<file path="config.mk">
export PLATFORM = sky130hd
export DESIGN_NAME = rr_interval_uniform_resampler_top
export DESIGN_NICKNAME = d
export VERILOG_FILES = /design/src/hw/rtl/rrs_pkg.sv /design/src/hw/rtl/rr_interval_uniform_resampler_top.sv /design/src/hw/rtl/rrs_div.sv /design/src/hw/rtl/rrs_datapath.sv /design/src/hw/rtl/rrs_ctrl.sv
export SDC_FILE = /design/constraint.sdc
export NUM_CORES = 2
export LEC_CHECK = 0
export BUFFER_PORTS_ARGS = -buffer_cell sky130_fd_sc_hd__buf_2
export CAP_MARGIN = 0
export CORE_ASPECT_RATIO = 1.1
export CORE_MARGIN = 5
export CORE_UTILIZATION = 25
export CTS_BUF_LIST = sky130_fd_sc_hd__clkbuf_4 sky130_fd_sc_hd__clkbuf_8 sky130_fd_sc_hd__clkbuf_16
export CTS_CLUSTER_DIAMETER = 50
export DETAILED_ROUTE_END_ITERATION = 8
export PLACE_DENSITY = 0.51
export SKIP_LAST_GASP = 1
export SLEW_MARGIN = 20
export SYNTH_ARGS = -nofsm -noshare
export SYNTH_HDL_FRONTEND = slang
export SYNTH_HIERARCHICAL = 1
export SYNTH_SLANG_ARGS = --single-unit
</file>
<file path="constraint.sdc">
create_clock -name clk -period 16.7 [get_ports clk]
set_clock_uncertainty 0.1 [all_clocks]
set_input_delay 3.34 -clock clk [delete_from_list [all_inputs] [get_ports clk]]
set_output_delay 3.34 -clock clk [all_outputs]
set_load 0.005 [all_outputs]
</file>
<file path="src/hw/rtl/rrs_pkg.sv">
// Shared types and constants for the RR interval uniform resampler.
// No dependencies; every other file in hw/rtl imports this package.
package rrs_pkg;

  localparam int TIME_W       = 32;
  localparam int VAL_W        = 24;
  localparam int STEP_W       = 16;
  localparam int OUT_CAPACITY = 64;
  localparam int CNT_W        = $clog2(OUT_CAPACITY + 1);
  localparam int PROD_W       = VAL_W + TIME_W;
  localparam int DIV_STEPS    = VAL_W;
  localparam int DIV_CNT_W    = $clog2(DIV_STEPS);
  localparam int TDATA_W      = VAL_W + TIME_W;

  localparam logic [STEP_W-1:0] STEP_RESET = 16'd250;

  // Commands from the controller to the datapath.
  typedef struct packed {
    logic load_in;
    logic mul;
    logic div_start;
    logic emit_first;
    logic emit_sample;
    logic commit;
  } rrs_cmd_t;

  // Status from the datapath to the controller.
  typedef struct packed {
    logic is_first;
    logic more;
    logic div_busy;
    logic out_free;
    logic last_sample;
  } rrs_sts_t;

endpackage

</file>
<file path="src/hw/rtl/rr_interval_uniform_resampler_top.sv">
// Top level of the RR interval uniform resampler.
// Depends on rrs_pkg, rrs_ctrl and rrs_datapath.
//
// Beat points enter on the s_axis side and uniform grid samples leave on the
// m_axis side; one point is worked on at a time. A first point (after reset
// or with restart set) is loaded, checked and emitted as one sample. Each grid
// sample of a later point passes a multiply state, a divider start state, the
// 24 steps of the one-bit-per-cycle divider, a state that sees the divider
// done and an emit state; a point that produces no sample is only loaded,
// checked and committed. An emit waits while the output register still holds
// an unaccepted sample, so the receiver's stall holds up this sequence. The
// output register lets the next point be accepted while the final sample
// still waits. The user must write grid_step_ms through cfg_we and cfg_wdata
// only while the block is idle; the block does not enforce this. A value of
// zero acts as one.
module rr_interval_uniform_resampler_top (
  input  logic                         clk,
  input  logic                         rst,
  input  logic                         cfg_we,
  input  logic [rrs_pkg::STEP_W-1:0]   cfg_wdata,      // grid_step_ms
  input  logic                         s_axis_tvalid,
  output logic                         s_axis_tready,
  input  logic [rrs_pkg::TDATA_W-1:0]  s_axis_tdata,   // point_time_ms, rr_value
  input  logic                         s_axis_tuser,   // restart
  output logic                         m_axis_tvalid,
  input  logic                         m_axis_tready,
  output logic [rrs_pkg::TDATA_W-1:0]  m_axis_tdata,   // sample_time_ms, sample_value
  output logic                         m_axis_tlast,   // last
  output logic                         m_axis_tuser    // full_res
);
  import rrs_pkg::*;

  rrs_cmd_t cmd;
  rrs_sts_t sts;

  rrs_ctrl u_ctrl (
    .clk      (clk),
    .rst      (rst),
    .in_valid (s_axis_tvalid),
    .in_ready (s_axis_tready),
    .sts      (sts),
    .cmd      (cmd)
  );

  rrs_datapath u_dp (
    .clk        (clk),
    .rst        (rst),
    .cmd        (cmd),
    .sts        (sts),
    .cfg_we     (cfg_we),
    .cfg_wdata  (cfg_wdata),
    .in_data    (s_axis_tdata),
    .in_restart (s_axis_tuser),
    .out_valid  (m_axis_tvalid),
    .out_ready  (m_axis_tready),
    .out_data   (m_axis_tdata),
    .out_last   (m_axis_tlast),
    .out_full   (m_axis_tuser)
  );

  // The sample that fills the capacity always ends its point's run.
  assert property (@(posedge clk) disable iff (rst)
    m_axis_tvalid && m_axis_tuser |-> m_axis_tlast)
    else $error("full sample without last");

  // A new point is never taken while the divider is still working.
  assert property (@(posedge clk) disable iff (rst)
    s_axis_tready |-> !sts.div_busy)
    else $error("input accepted during division");

  // Only one command that loads the output register at a time.
  assert property (@(posedge clk) disable iff (rst)
    !(cmd.emit_first && cmd.emit_sample))
    else $error("conflicting emit commands");

  // Reset empties the output register.
  assert property (@(posedge clk) rst |=> !m_axis_tvalid)
    else $error("output valid after reset");

endmodule

</file>
<file path="src/hw/rtl/rrs_div.sv">
// Restoring divider, one quotient bit per cycle, for the interpolation step.
// Depends on rrs_pkg. The quotient must fit in VAL_W bits.
module rrs_div (
  input  logic                         clk,
  input  logic                         rst,
  input  logic                         start,
  input  logic [rrs_pkg::PROD_W-1:0]   dividend,
  input  logic [rrs_pkg::TIME_W-1:0]   divisor,
  output logic                         busy,
  output logic [rrs_pkg::VAL_W-1:0]    quot,
  output logic                         rem_nz
);
  import rrs_pkg::*;

  logic [TIME_W-1:0]    rem;
  logic [VAL_W-1:0]     dq;
  logic [DIV_CNT_W-1:0] cnt;
  logic [TIME_W:0]      trial;
  logic [TIME_W:0]      diff;
  logic                 ge;

  // The upper dividend bits start as the partial remainder; they are already
  // below the divisor because the quotient fits in VAL_W bits.
  assign trial = {rem, dq[VAL_W-1]};
  assign diff  = trial - {1'b0, divisor};
  assign ge    = (trial >= {1'b0, divisor});

  always_ff @(posedge clk) begin
    if (rst) begin
      busy <= 1'b0;
      cnt  <= '0;
    end else if (start) begin
      busy <= 1'b1;
      cnt  <= '0;
      rem  <= dividend[PROD_W-1:VAL_W];
      dq   <= dividend[VAL_W-1:0];
    end else if (busy) begin
      rem <= ge ? diff[TIME_W-1:0] : trial[TIME_W-1:0];
      dq  <= {dq[VAL_W-2:0], ge};
      cnt <= cnt + DIV_CNT_W'(1);
      if (cnt == DIV_CNT_W'(DIV_STEPS - 1)) begin
        busy <= 1'b0;
      end
    end
  end

  assign quot   = dq;
  assign rem_nz = (rem != '0);

endmodule

</file>
<file path="src/hw/rtl/rrs_datapath.sv">
// Datapath of the resampler: point and grid state, multiplier, divider and
// the output register. Depends on rrs_pkg and rrs_div.
module rrs_datapath (
  input  logic                         clk,
  input  logic                         rst,
  input  rrs_pkg::rrs_cmd_t            cmd,
  output rrs_pkg::rrs_sts_t            sts,
  input  logic                         cfg_we,
  input  logic [rrs_pkg::STEP_W-1:0]   cfg_wdata,
  input  logic [rrs_pkg::TDATA_W-1:0]  in_data,
  input  logic                         in_restart,
  output logic                         out_valid,
  input  logic                         out_ready,
  output logic [rrs_pkg::TDATA_W-1:0]  out_data,
  output logic                         out_last,
  output logic                         out_full
);
  import rrs_pkg::*;

  localparam logic [CNT_W-1:0] CAP = CNT_W'(OUT_CAPACITY);

  logic [STEP_W-1:0] grid_step;
  logic [TIME_W-1:0] prev_time;
  logic [VAL_W-1:0]  prev_value;
  logic [TIME_W-1:0] next_grid_time;
  logic [CNT_W-1:0]  emitted_count;
  logic              have_first;

  logic [TIME_W-1:0] t_in;
  logic [VAL_W-1:0]  v_in;
  logic              restart_in;
  logic [PROD_W-1:0] prod;
  logic              neg;

  logic [TIME_W-1:0] out_time;
  logic [VAL_W-1:0]  out_value;

  logic [STEP_W-1:0] step_eff;
  logic              dy_neg;
  logic [VAL_W-1:0]  dy_mag;
  logic [TIME_W-1:0] dx;
  logic [TIME_W-1:0] seg_len;
  logic [TIME_W-1:0] grid_time_next;
  logic [TIME_W-1:0] first_grid_time;
  logic [CNT_W-1:0]  count_next;
  logic [VAL_W-1:0]  quot;
  logic              rem_nz;
  logic              div_busy;
  logic [VAL_W-1:0]  sample_next;

  function automatic logic [TIME_W-1:0] grid_add(input logic [TIME_W-1:0] t,
                                                 input logic [STEP_W-1:0] s);
    logic [TIME_W:0] sum;
    sum = {1'b0, t} + (TIME_W + 1)'(s);
    grid_add = sum[TIME_W] ? '1 : sum[TIME_W-1:0];
  endfunction

  assign step_eff        = (grid_step == '0) ? STEP_W'(1) : grid_step;
  assign dy_neg          = (v_in < prev_value);
  assign dy_mag          = dy_neg ? (prev_value - v_in) : (v_in - prev_value);
  assign dx              = (next_grid_time >= prev_time) ? (next_grid_time - prev_time) : '0;
  assign seg_len         = t_in - prev_time;
  assign grid_time_next  = grid_add(next_grid_time, step_eff);
  assign first_grid_time = grid_add(t_in, step_eff);
  assign count_next      = emitted_count + CNT_W'(1);

  // The sample always lies between the two point values, so no clamping is
  // needed. A negative slope rounds toward minus infinity.
  assign sample_next = neg ? (prev_value - quot - VAL_W'(rem_nz)) : (prev_value + quot);

  rrs_div u_div (
    .clk      (clk),
    .rst      (rst),
    .start    (cmd.div_start),
    .dividend (prod),
    .divisor  (seg_len),
    .busy     (div_busy),
    .quot     (quot),
    .rem_nz   (rem_nz)
  );

  assign sts.is_first    = !have_first || restart_in;
  assign sts.more        = have_first && (t_in > prev_time) &&
                           (next_grid_time < t_in) && (emitted_count < CAP);
  assign sts.div_busy    = div_busy;
  assign sts.out_free    = !out_valid || out_ready;
  assign sts.last_sample = !((grid_time_next < t_in) && (count_next < CAP)) ||
                           (grid_time_next == next_grid_time);

  always_ff @(posedge clk) begin
    if (rst) begin
      grid_step      <= STEP_RESET;
      prev_time      <= '0;
      prev_value     <= '0;
      next_grid_time <= '0;
      emitted_count  <= '0;
      have_first     <= 1'b0;
      out_valid      <= 1'b0;
    end else begin
      if (cfg_we) begin
        grid_step <= cfg_wdata;
      end
      if (cmd.emit_first) begin
        emitted_count  <= CNT_W'(1);
        next_grid_time <= first_grid_time;
      end else if (cmd.emit_sample) begin
        emitted_count  <= count_next;
        next_grid_time <= grid_time_next;
      end
      if (cmd.commit) begin
        prev_time  <= t_in;
        prev_value <= v_in;
        have_first <= 1'b1;
      end
      if (cmd.emit_first || cmd.emit_sample) begin
        out_valid <= 1'b1;
      end else if (out_ready) begin
        out_valid <= 1'b0;
      end
    end
  end

  always_ff @(posedge clk) begin
    if (cmd.load_in) begin
      t_in       <= in_data[TIME_W-1:0];
      v_in       <= in_data[TDATA_W-1:TIME_W];
      restart_in <= in_restart;
    end
    if (cmd.mul) begin
      prod <= PROD_W'(dy_mag) * PROD_W'(dx);
      neg  <= dy_neg;
    end
    if (cmd.emit_first) begin
      out_time  <= t_in;
      out_value <= v_in;
      out_last  <= 1'b1;
      out_full  <= (CAP == CNT_W'(1));
    end else if (cmd.emit_sample) begin
      out_time  <= next_grid_time;
      out_value <= sample_next;
      out_last  <= sts.last_sample;
      out_full  <= (count_next >= CAP);
    end
  end

  assign out_data = {out_value, out_time};

endmodule

</file>
<file path="src/hw/rtl/rrs_ctrl.sv">
// Controller state machine of the resampler: checks each beat point and
// sequences multiply, divide and emit per grid sample. Depends on rrs_pkg.
module rrs_ctrl (
  input  logic              clk,
  input  logic              rst,
  input  logic              in_valid,
  output logic              in_ready,
  input  rrs_pkg::rrs_sts_t sts,
  output rrs_pkg::rrs_cmd_t cmd
);
  import rrs_pkg::*;

  localparam logic [2:0] S_IDLE   = 3'd0;
  localparam logic [2:0] S_CHECK  = 3'd1;
  localparam logic [2:0] S_FIRST  = 3'd2;
  localparam logic [2:0] S_MUL    = 3'd3;
  localparam logic [2:0] S_DSTART = 3'd4;
  localparam logic [2:0] S_DIV    = 3'd5;
  localparam logic [2:0] S_EMIT   = 3'd6;

  logic [2:0] state;
  logic [2:0] state_next;

  assign in_ready = (state == S_IDLE);

  always_comb begin
    state_next = state;
    cmd        = '0;
    case (state)
      S_IDLE: begin
        if (in_valid) begin
          cmd.load_in = 1'b1;
          state_next  = S_CHECK;
        end
      end
      S_CHECK: begin
        if (sts.is_first) begin
          state_next = S_FIRST;
        end else if (sts.more) begin
          state_next = S_MUL;
        end else begin
          // No grid sample falls in this segment; just remember the point.
          cmd.commit = 1'b1;
          state_next = S_IDLE;
        end
      end
      S_FIRST: begin
        if (sts.out_free) begin
          cmd.emit_first = 1'b1;
          cmd.commit     = 1'b1;
          state_next     = S_IDLE;
        end
      end
      S_MUL: begin
        cmd.mul    = 1'b1;
        state_next = S_DSTART;
      end
      S_DSTART: begin
        cmd.div_start = 1'b1;
        state_next    = S_DIV;
      end
      S_DIV: begin
        if (!sts.div_busy) begin
          state_next = S_EMIT;
        end
      end
      S_EMIT: begin
        if (sts.out_free) begin
          cmd.emit_sample = 1'b1;
          if (sts.last_sample) begin
            cmd.commit = 1'b1;
            state_next = S_IDLE;
          end else begin
            state_next = S_MUL;
          end
        end
      end
      default: begin
        state_next = S_IDLE;
      end
    endcase
  end

  always_ff @(posedge clk) begin
    if (rst) begin
      state <= S_IDLE;
    end else begin
      state <= state_next;
    end
  end

endmodule
</file>
== Word-level counts from Yosys, hierarchy flattened ==
Cells that the tools add are included.

* Flip-flop bits (word level): 350
* Input port bits: 78
* Output and inout port bits: 60
* Word-level logic and storage cells: 122

* Add/sub/neg operators: 12
* $mul: 1
* Magnitude comparators: 9
* Equal/unequal tests: 12
* Multiplexer cells: 44
* Bitwise operators: 1
* Reduce and logical (&&, ||, !) cells: 21

{| class="wikitable"
|+ Operator list
! cell !! number
|-
| 2-to-1 mux 32 bit || 10
|-
| 2-to-1 mux 24 bit || 6
|-
| subtractor 32 bit || 3
|-
| subtractor 24 bit || 3
|-
| adder 32 x 16 -> 33 bit || 2
|-
| < comparator 32 bit || 2
|-
| multiplier 24 x 32 -> 56 bit || 1
|-
| >= comparator 33 x 32 -> 1 bit || 1
|-
| equality test 32 bit || 1
|-
| >= comparator 32 bit || 1
|-
| greater-than comparator 32 bit || 1
|-
| nonzero test 32 bit || 1
|-
| adder 24 bit || 1
|-
| < comparator 24 bit || 1
|-
| subtractor 24 x 1 -> 24 bit || 1
|-
| case mux 3 bit (7 select lines) || 1
|-
| 2-to-1 mux 1 bit || 17
|-
| zero test 16 bit || 1
|-
| 2-to-1 mux 16 bit || 1
|-
| < comparator 7 bit, second input constant || 2
|-
| 2-to-1 mux 3 bit || 4
|-
| equality test 3 bit, second input constant || 3
|-
| 2-to-1 mux 2 bit || 4
|-
| inequality test 2 bit, second input constant || 4
|-
| other kinds (16) || 28
|}

== Longest topological paths before layout ==
* Depth after elaboration: 13
* Gate-level depth with buffers: 42
* Mapped depth without buffers: 39

== By module ==
The synthesis kept the hierarchy.

{| class="wikitable"
|+ Modules (own cells, without submodules)
! module !! instances !! cells an instance !! area each (um^2) !! sequential area each (um^2)
|-
| rrs_datapath || 1 || 5355 || 47290.4 || 7407.1
|-
| rrs_div || 1 || 498 || 4803.4 || 1801.7
|-
| rrs_ctrl || 1 || 39 || 287.8 || 60.1
|}

== Worst setup path before layout ==
No wires, ideal clock.

* Path type: reg2reg
* Start point: register u_dp.prev_value[1]
* End point: register u_dp.prod[53] (data pin)
* Library setup time: 259 ps
* Arrival time: 9341 ps
* Data required time: 16341 ps
* Slack: 7000 ps
* Cell stages (with the launch flop): 39
* Buffers on the path: 4
* Clock period less this slack: 9700 ps
* Cells stage by stage: dfxtp_1 -> inv_1 -> fa_1 -> a21o_1 -> a21oi_1 -> o21ai_2 -> a211oi_2 -> a21oi_2 -> or2_1 -> buf_6 -> inv_4 -> buf_12 -> mux2i_4 -> xor2_2 -> buf_2 -> nor2_1 -> fa_1 -> fa_1 -> [... 3 more ...] -> inv_1 -> fa_1 -> fa_1 -> inv_1 -> fa_1 -> inv_1 -> ha_1 -> clkbuf_1 -> a21o_1 -> a211o_1 -> nor2_1 -> nand2_1 -> o221a_2 -> o31ai_1 -> o211ai_1 -> a31oi_1 -> nor2b_1 -> xnor2_1

* Word-level cells in the longest chain between the ends: 3
* Elaborated cells between the ends (all ways): 5
* Those cells by class: add/sub: 2; mul: 1; order compare: 1; mux: 1

{| class="wikitable"
|+ Ends and longest elaborated chain
! item !! line !! RTL
|-
| start: declaration || rrs_datapath.sv:24 || <nowiki>logic [VAL_W-1:0] prev_value;</nowiki>
|-
| start signal: assignment || rrs_datapath.sv:112 || <nowiki>prev_value <= v_in;</nowiki>
|-
| < comparator 24 bit || rrs_datapath.sv:59 || <nowiki>assign dy_neg = (v_in < prev_value);</nowiki>
|-
| via u_dp.dy_neg || rrs_datapath.sv:39 || <nowiki>logic dy_neg;</nowiki>
|-
| 2-to-1 mux 24 bit || rrs_datapath.sv:60 || <nowiki>assign dy_mag = dy_neg ? (prev_value - v_in) : (v_in - prev_value);</nowiki>
|-
| multiplier 24 x 32 -> 56 bit || rrs_datapath.sv:130 || <nowiki>prod <= PROD_W'(dy_mag) * PROD_W'(dx);</nowiki>
|-
| end signal: assignment || rrs_datapath.sv:130 ||
|-
| end: declaration || rrs_datapath.sv:32 || <nowiki>logic [PROD_W-1:0] prod;</nowiki>
|}

The timed path passes the listed nets, and every way through them passes these cells.
A chain may end at the register's enable or synchronous reset.

== Final worst setup path ==
* Start point: register u_dp.prev_value[1]
* End point: register u_dp.prod[52] (data pin)

* Word-level cells in the longest chain between the ends: 3
* Elaborated cells between the ends (all ways): 5
* Those cells by class: add/sub: 2; mul: 1; order compare: 1; mux: 1

{| class="wikitable"
|+ Ends and longest elaborated chain
! item !! line
|-
| subtractor 24 bit or < comparator 24 bit (tied branches) || rrs_datapath.sv:60, rrs_datapath.sv:59
|-
| 2-to-1 mux 24 bit * || rrs_datapath.sv:60
|-
| multiplier 24 x 32 -> 56 bit * || rrs_datapath.sv:130
|}

Mark *: on every way between the ends. The rest lies on a longest branch, timed or not.

==> flow_metrics.tcl <==
set metrics [dict create \
    cp_top_family "adder cells" \
    cp_num_buf_inv 6 \
    max_freq_mhz 87.8 \
    setup_viol 0 \
    netlist_area_mm2 0.0524 \
    holdBufCountCts 0 \
    hpwlAfterDp_mm 145 \
    slew_headroom_pct 21.9 \
    rrSetupSlack_ns 5.31 \
    die_h_um 490 \
    cts_setup_buffers 0 \
    outcome "completed" \
    yosys_most_used_dff "edfxtp_1" \
    grt_pass1_vias 43675 \
    critPathMaxFanout 26 \
    syn_nets 7126 \
    hold_end "u_dp/u_div/busy$_SDFF_PP0_" \
    grt_pass1_wl_mm 273 \
    syn_to_final_growth_pct 10.4 \
    rsz0062_at_grt "false" \
    async_flop_share_pct 0 \
    clock-root-buffer "clkbuf_16" \
    hp-start "u_dp/u_div/cnt[4]$_SDFFE_PP0P_" \
    diodes 0 \
    end_kind "register" \
    pin_count 138 \
    drc 0 \
    clk_latency_ns 0.64 \
    post_cts_resized 0 \
    cpPeakStageDelay_ns 0.85 \
    worst_slew_pin_slew_ns 1.17 \
    hold_viol 0 \
    crit_type "register to register" \
    fin_setup_tns_ns 0 \
    clock_path_buffers 3 \
    ys_ff_latch 350 \
    ys_seq_area_share_pct 17.7 \
    fin_util_pct 27.7 \
    drive_above_1_share_pct 8.24 \
    cp-start-kind "register" \
    ant_nets 0 \
    chipWidth_um 446 \
    cts_made_buffers 47 \
    crit_top_cell "fa_1" \
    cp_data_required_time_ns 17.04 \
    cp_slowest_cell "xor2_4" \
    rows 176 \
    grt_start_max_net_pins 58 \
    final_nets 7129 \
    clkSinkCount 350 \
    worstReg2RegEnd "u_dp/prod[52]$_DFFE_PP_" \
    rr_startpoint "u_dp/prev_value[1]$_SDFFE_PP0P_" \
    initial_utilization_pct 25.1 \
    grtUsageTotal_pct 16.1 \
    netlist_instances 5892 \
    synth_warnings 6 \
    gp_congestion 0.917 \
    path_clk_slew_ns 0.06 \
    period_share_pct 68.2 \
    drv_slew 0 \
    via_count 42564 \
    nFillCells 22417 \
    first_pass_iters 6 \
    antenna_found_initial 4 \
    io_buffers 137 \
    wl_per_cell_um 20.7 \
    cts_tree "done" \
    period_minus_slack_ns 11.39 \
    drt-total-wl_mm 180 \
    overflow 0 \
    drv_cap 0 \
    synth_cell_types 106 \
    min_path_cells 1 \
    hp-class "register to register" \
    worstPathArrival_ns 11.73 \
    reg2reg_depth 34 \
    synth-edff-count 226 \
    drt_iter0_markers 3058 \
    syn_area_per_cell_um2 8.89 \
    viasPerCell 4.90 \
    h-tree-depth 2 \
    core_mm2 0.209 \
    die-area_mm2 0.219 \
]
-- stage by stage --
stage                     std cells  hold slack (ns)  instance area, um2  worst slack (ns)
after global routing           8693            0.411               57900              4.54
after global placement         8605            0.358               56200              5.49
final                          8693            0.379               57900              5.31
after detailed placement       8605            0.360               56200              5.36
after floorplan                5892            0.343               52400              7.00
after CTS                      8693            0.380               57900              5.35
-- cell type report --
| class | instances | area [um2] | area share [%] |
|---|---|---|---|
| Timing Repair Buffer | 212 | 1250 | 2.16 |
| Clock buffer | 56 | 1280 | 2.21 |
| Multi-Input combinational cell | 4294 | 38500 | 66.5 |
| Sequential cell | 350 | 9270 | 16.0 |
| Clock inverter | 32 | 405 | 0.701 |
| Inverter | 990 | 3720 | 6.43 |
| Tap cell | 2759 | 3450 | 5.97 |
-- per-layer routing --
metal  vias up  global-route usage (%)  part of all wire, %
met4         0                    5.53                  3.9
li1      19322                       -                    -
met3       267                    1.56                  5.5
met2      1480                    27.1                   48
met5         -                       0                    0
met1     21495                    21.6                   43
-- synth_stat cells, drive strengths merged, types with 42 or more instances --
cell type	n	area, um2
a21o	154	1160
buf	86	502
edfxtp	226	6790
fa	668	13400
a21oi	262	1350
inv	988	3710
dfxtp	124	2480
nand3	98	490
clkbuf	172	646
xnor2	174	1610
o21ai	189	983
a211oi	48	365
nand2	603	2260
mux2	66	743
xor2	96	912
and2	54	340
ha	488	6110
nor2b	42	263
nor3	88	452
nand4	56	350
nor2	575	2160
mux2i	121	1240
-- logic make-up after synthesis --
family | count (synthesis) | share of synthesized area (%)
XOR/XNOR | 271 | 4.85
multiplexers | 187 | 3.79
AO/OA/AOI/OAI | 980 | 12.8
flip-flops | 350 | 17.7
AND/OR/NAND/NOR | 1700 | 14.4
adder cells (fa/ha/maj) | 1156 | 37.2
buffers and inverters | 1248 | 9.29
-- cell usage in the layout, fill, tap and decap left out, types with 27 or more instances in the layout --
cell,n
buf_2,136
nor3_1,86
fa_1,668
o21ai_0,149
a21oi_1,254
clkbuf_16,48
mux2_2,66
and3_1,33
buf_4,76
xnor2_1,155
o21a_1,34
nor2_1,571
nand4_1,56
ha_1,488
o21ai_1,31
a21o_1,154
and2_1,50
dfxtp_1,124
nand2b_1,41
a211oi_1,47
nand3_1,98
a31oi_1,31
edfxtp_1,226
nand2_1,603
nor2b_1,42
inv_1,987
mux2i_1,115
o21bai_1,40
xor2_1,84
a221oi_1,27
-- how the worst max path moves through the flow --
stage | depth (start not counted) | slack (ns) | from | to
3_3_place_gp | 34 | 5.49 | u_dp/next_grid_time[21]$_SDFFE_PP0P_ | u_dp/prod[53]$_DFFE_PP_
3_5_place_dp | 34 | 5.36 | u_dp/prev_value[1]$_SDFFE_PP0P_ | u_dp/prod[52]$_DFFE_PP_
2_1_floorplan | 38 | 7.00 | u_dp/prev_value[1]$_SDFFE_PP0P_ | u_dp/prod[53]$_DFFE_PP_
6_report | 34 | 5.31 | u_dp/prev_value[1]$_SDFFE_PP0P_ | u_dp/prod[52]$_DFFE_PP_
5_1_grt | 34 | 4.54 | u_dp/next_grid_time[21]$_SDFFE_PP0P_ | u_dp/prod[53]$_DFFE_PP_
4_1_cts | 34 | 5.35 | u_dp/next_grid_time[21]$_SDFFE_PP0P_ | u_dp/prod[53]$_DFFE_PP_
-- flip-flops by register name, indices dropped and copies added, names as in the netlist --
name                 flops
u_ctrl/state             3
u_dp/emitted_count       7
u_dp/grid_step          16
u_dp/have_first          1
u_dp/neg                 1
u_dp/next_grid_time     32
u_dp/out_full            1
u_dp/out_last            1
u_dp/out_time           32
u_dp/out_valid           1
u_dp/out_value          24
u_dp/prev_time          32
u_dp/prev_value         24
u_dp/prod               56
u_dp/restart_in          1
u_dp/t_in               32
u_dp/u_div/busy          1
u_dp/u_div/cnt           5
u_dp/u_div/quot         24
u_dp/u_div/rem          32
u_dp/v_in               24
Power is not shown: default switching activity piles up to over one toggle a cycle in this logic, so the estimate is an artifact.
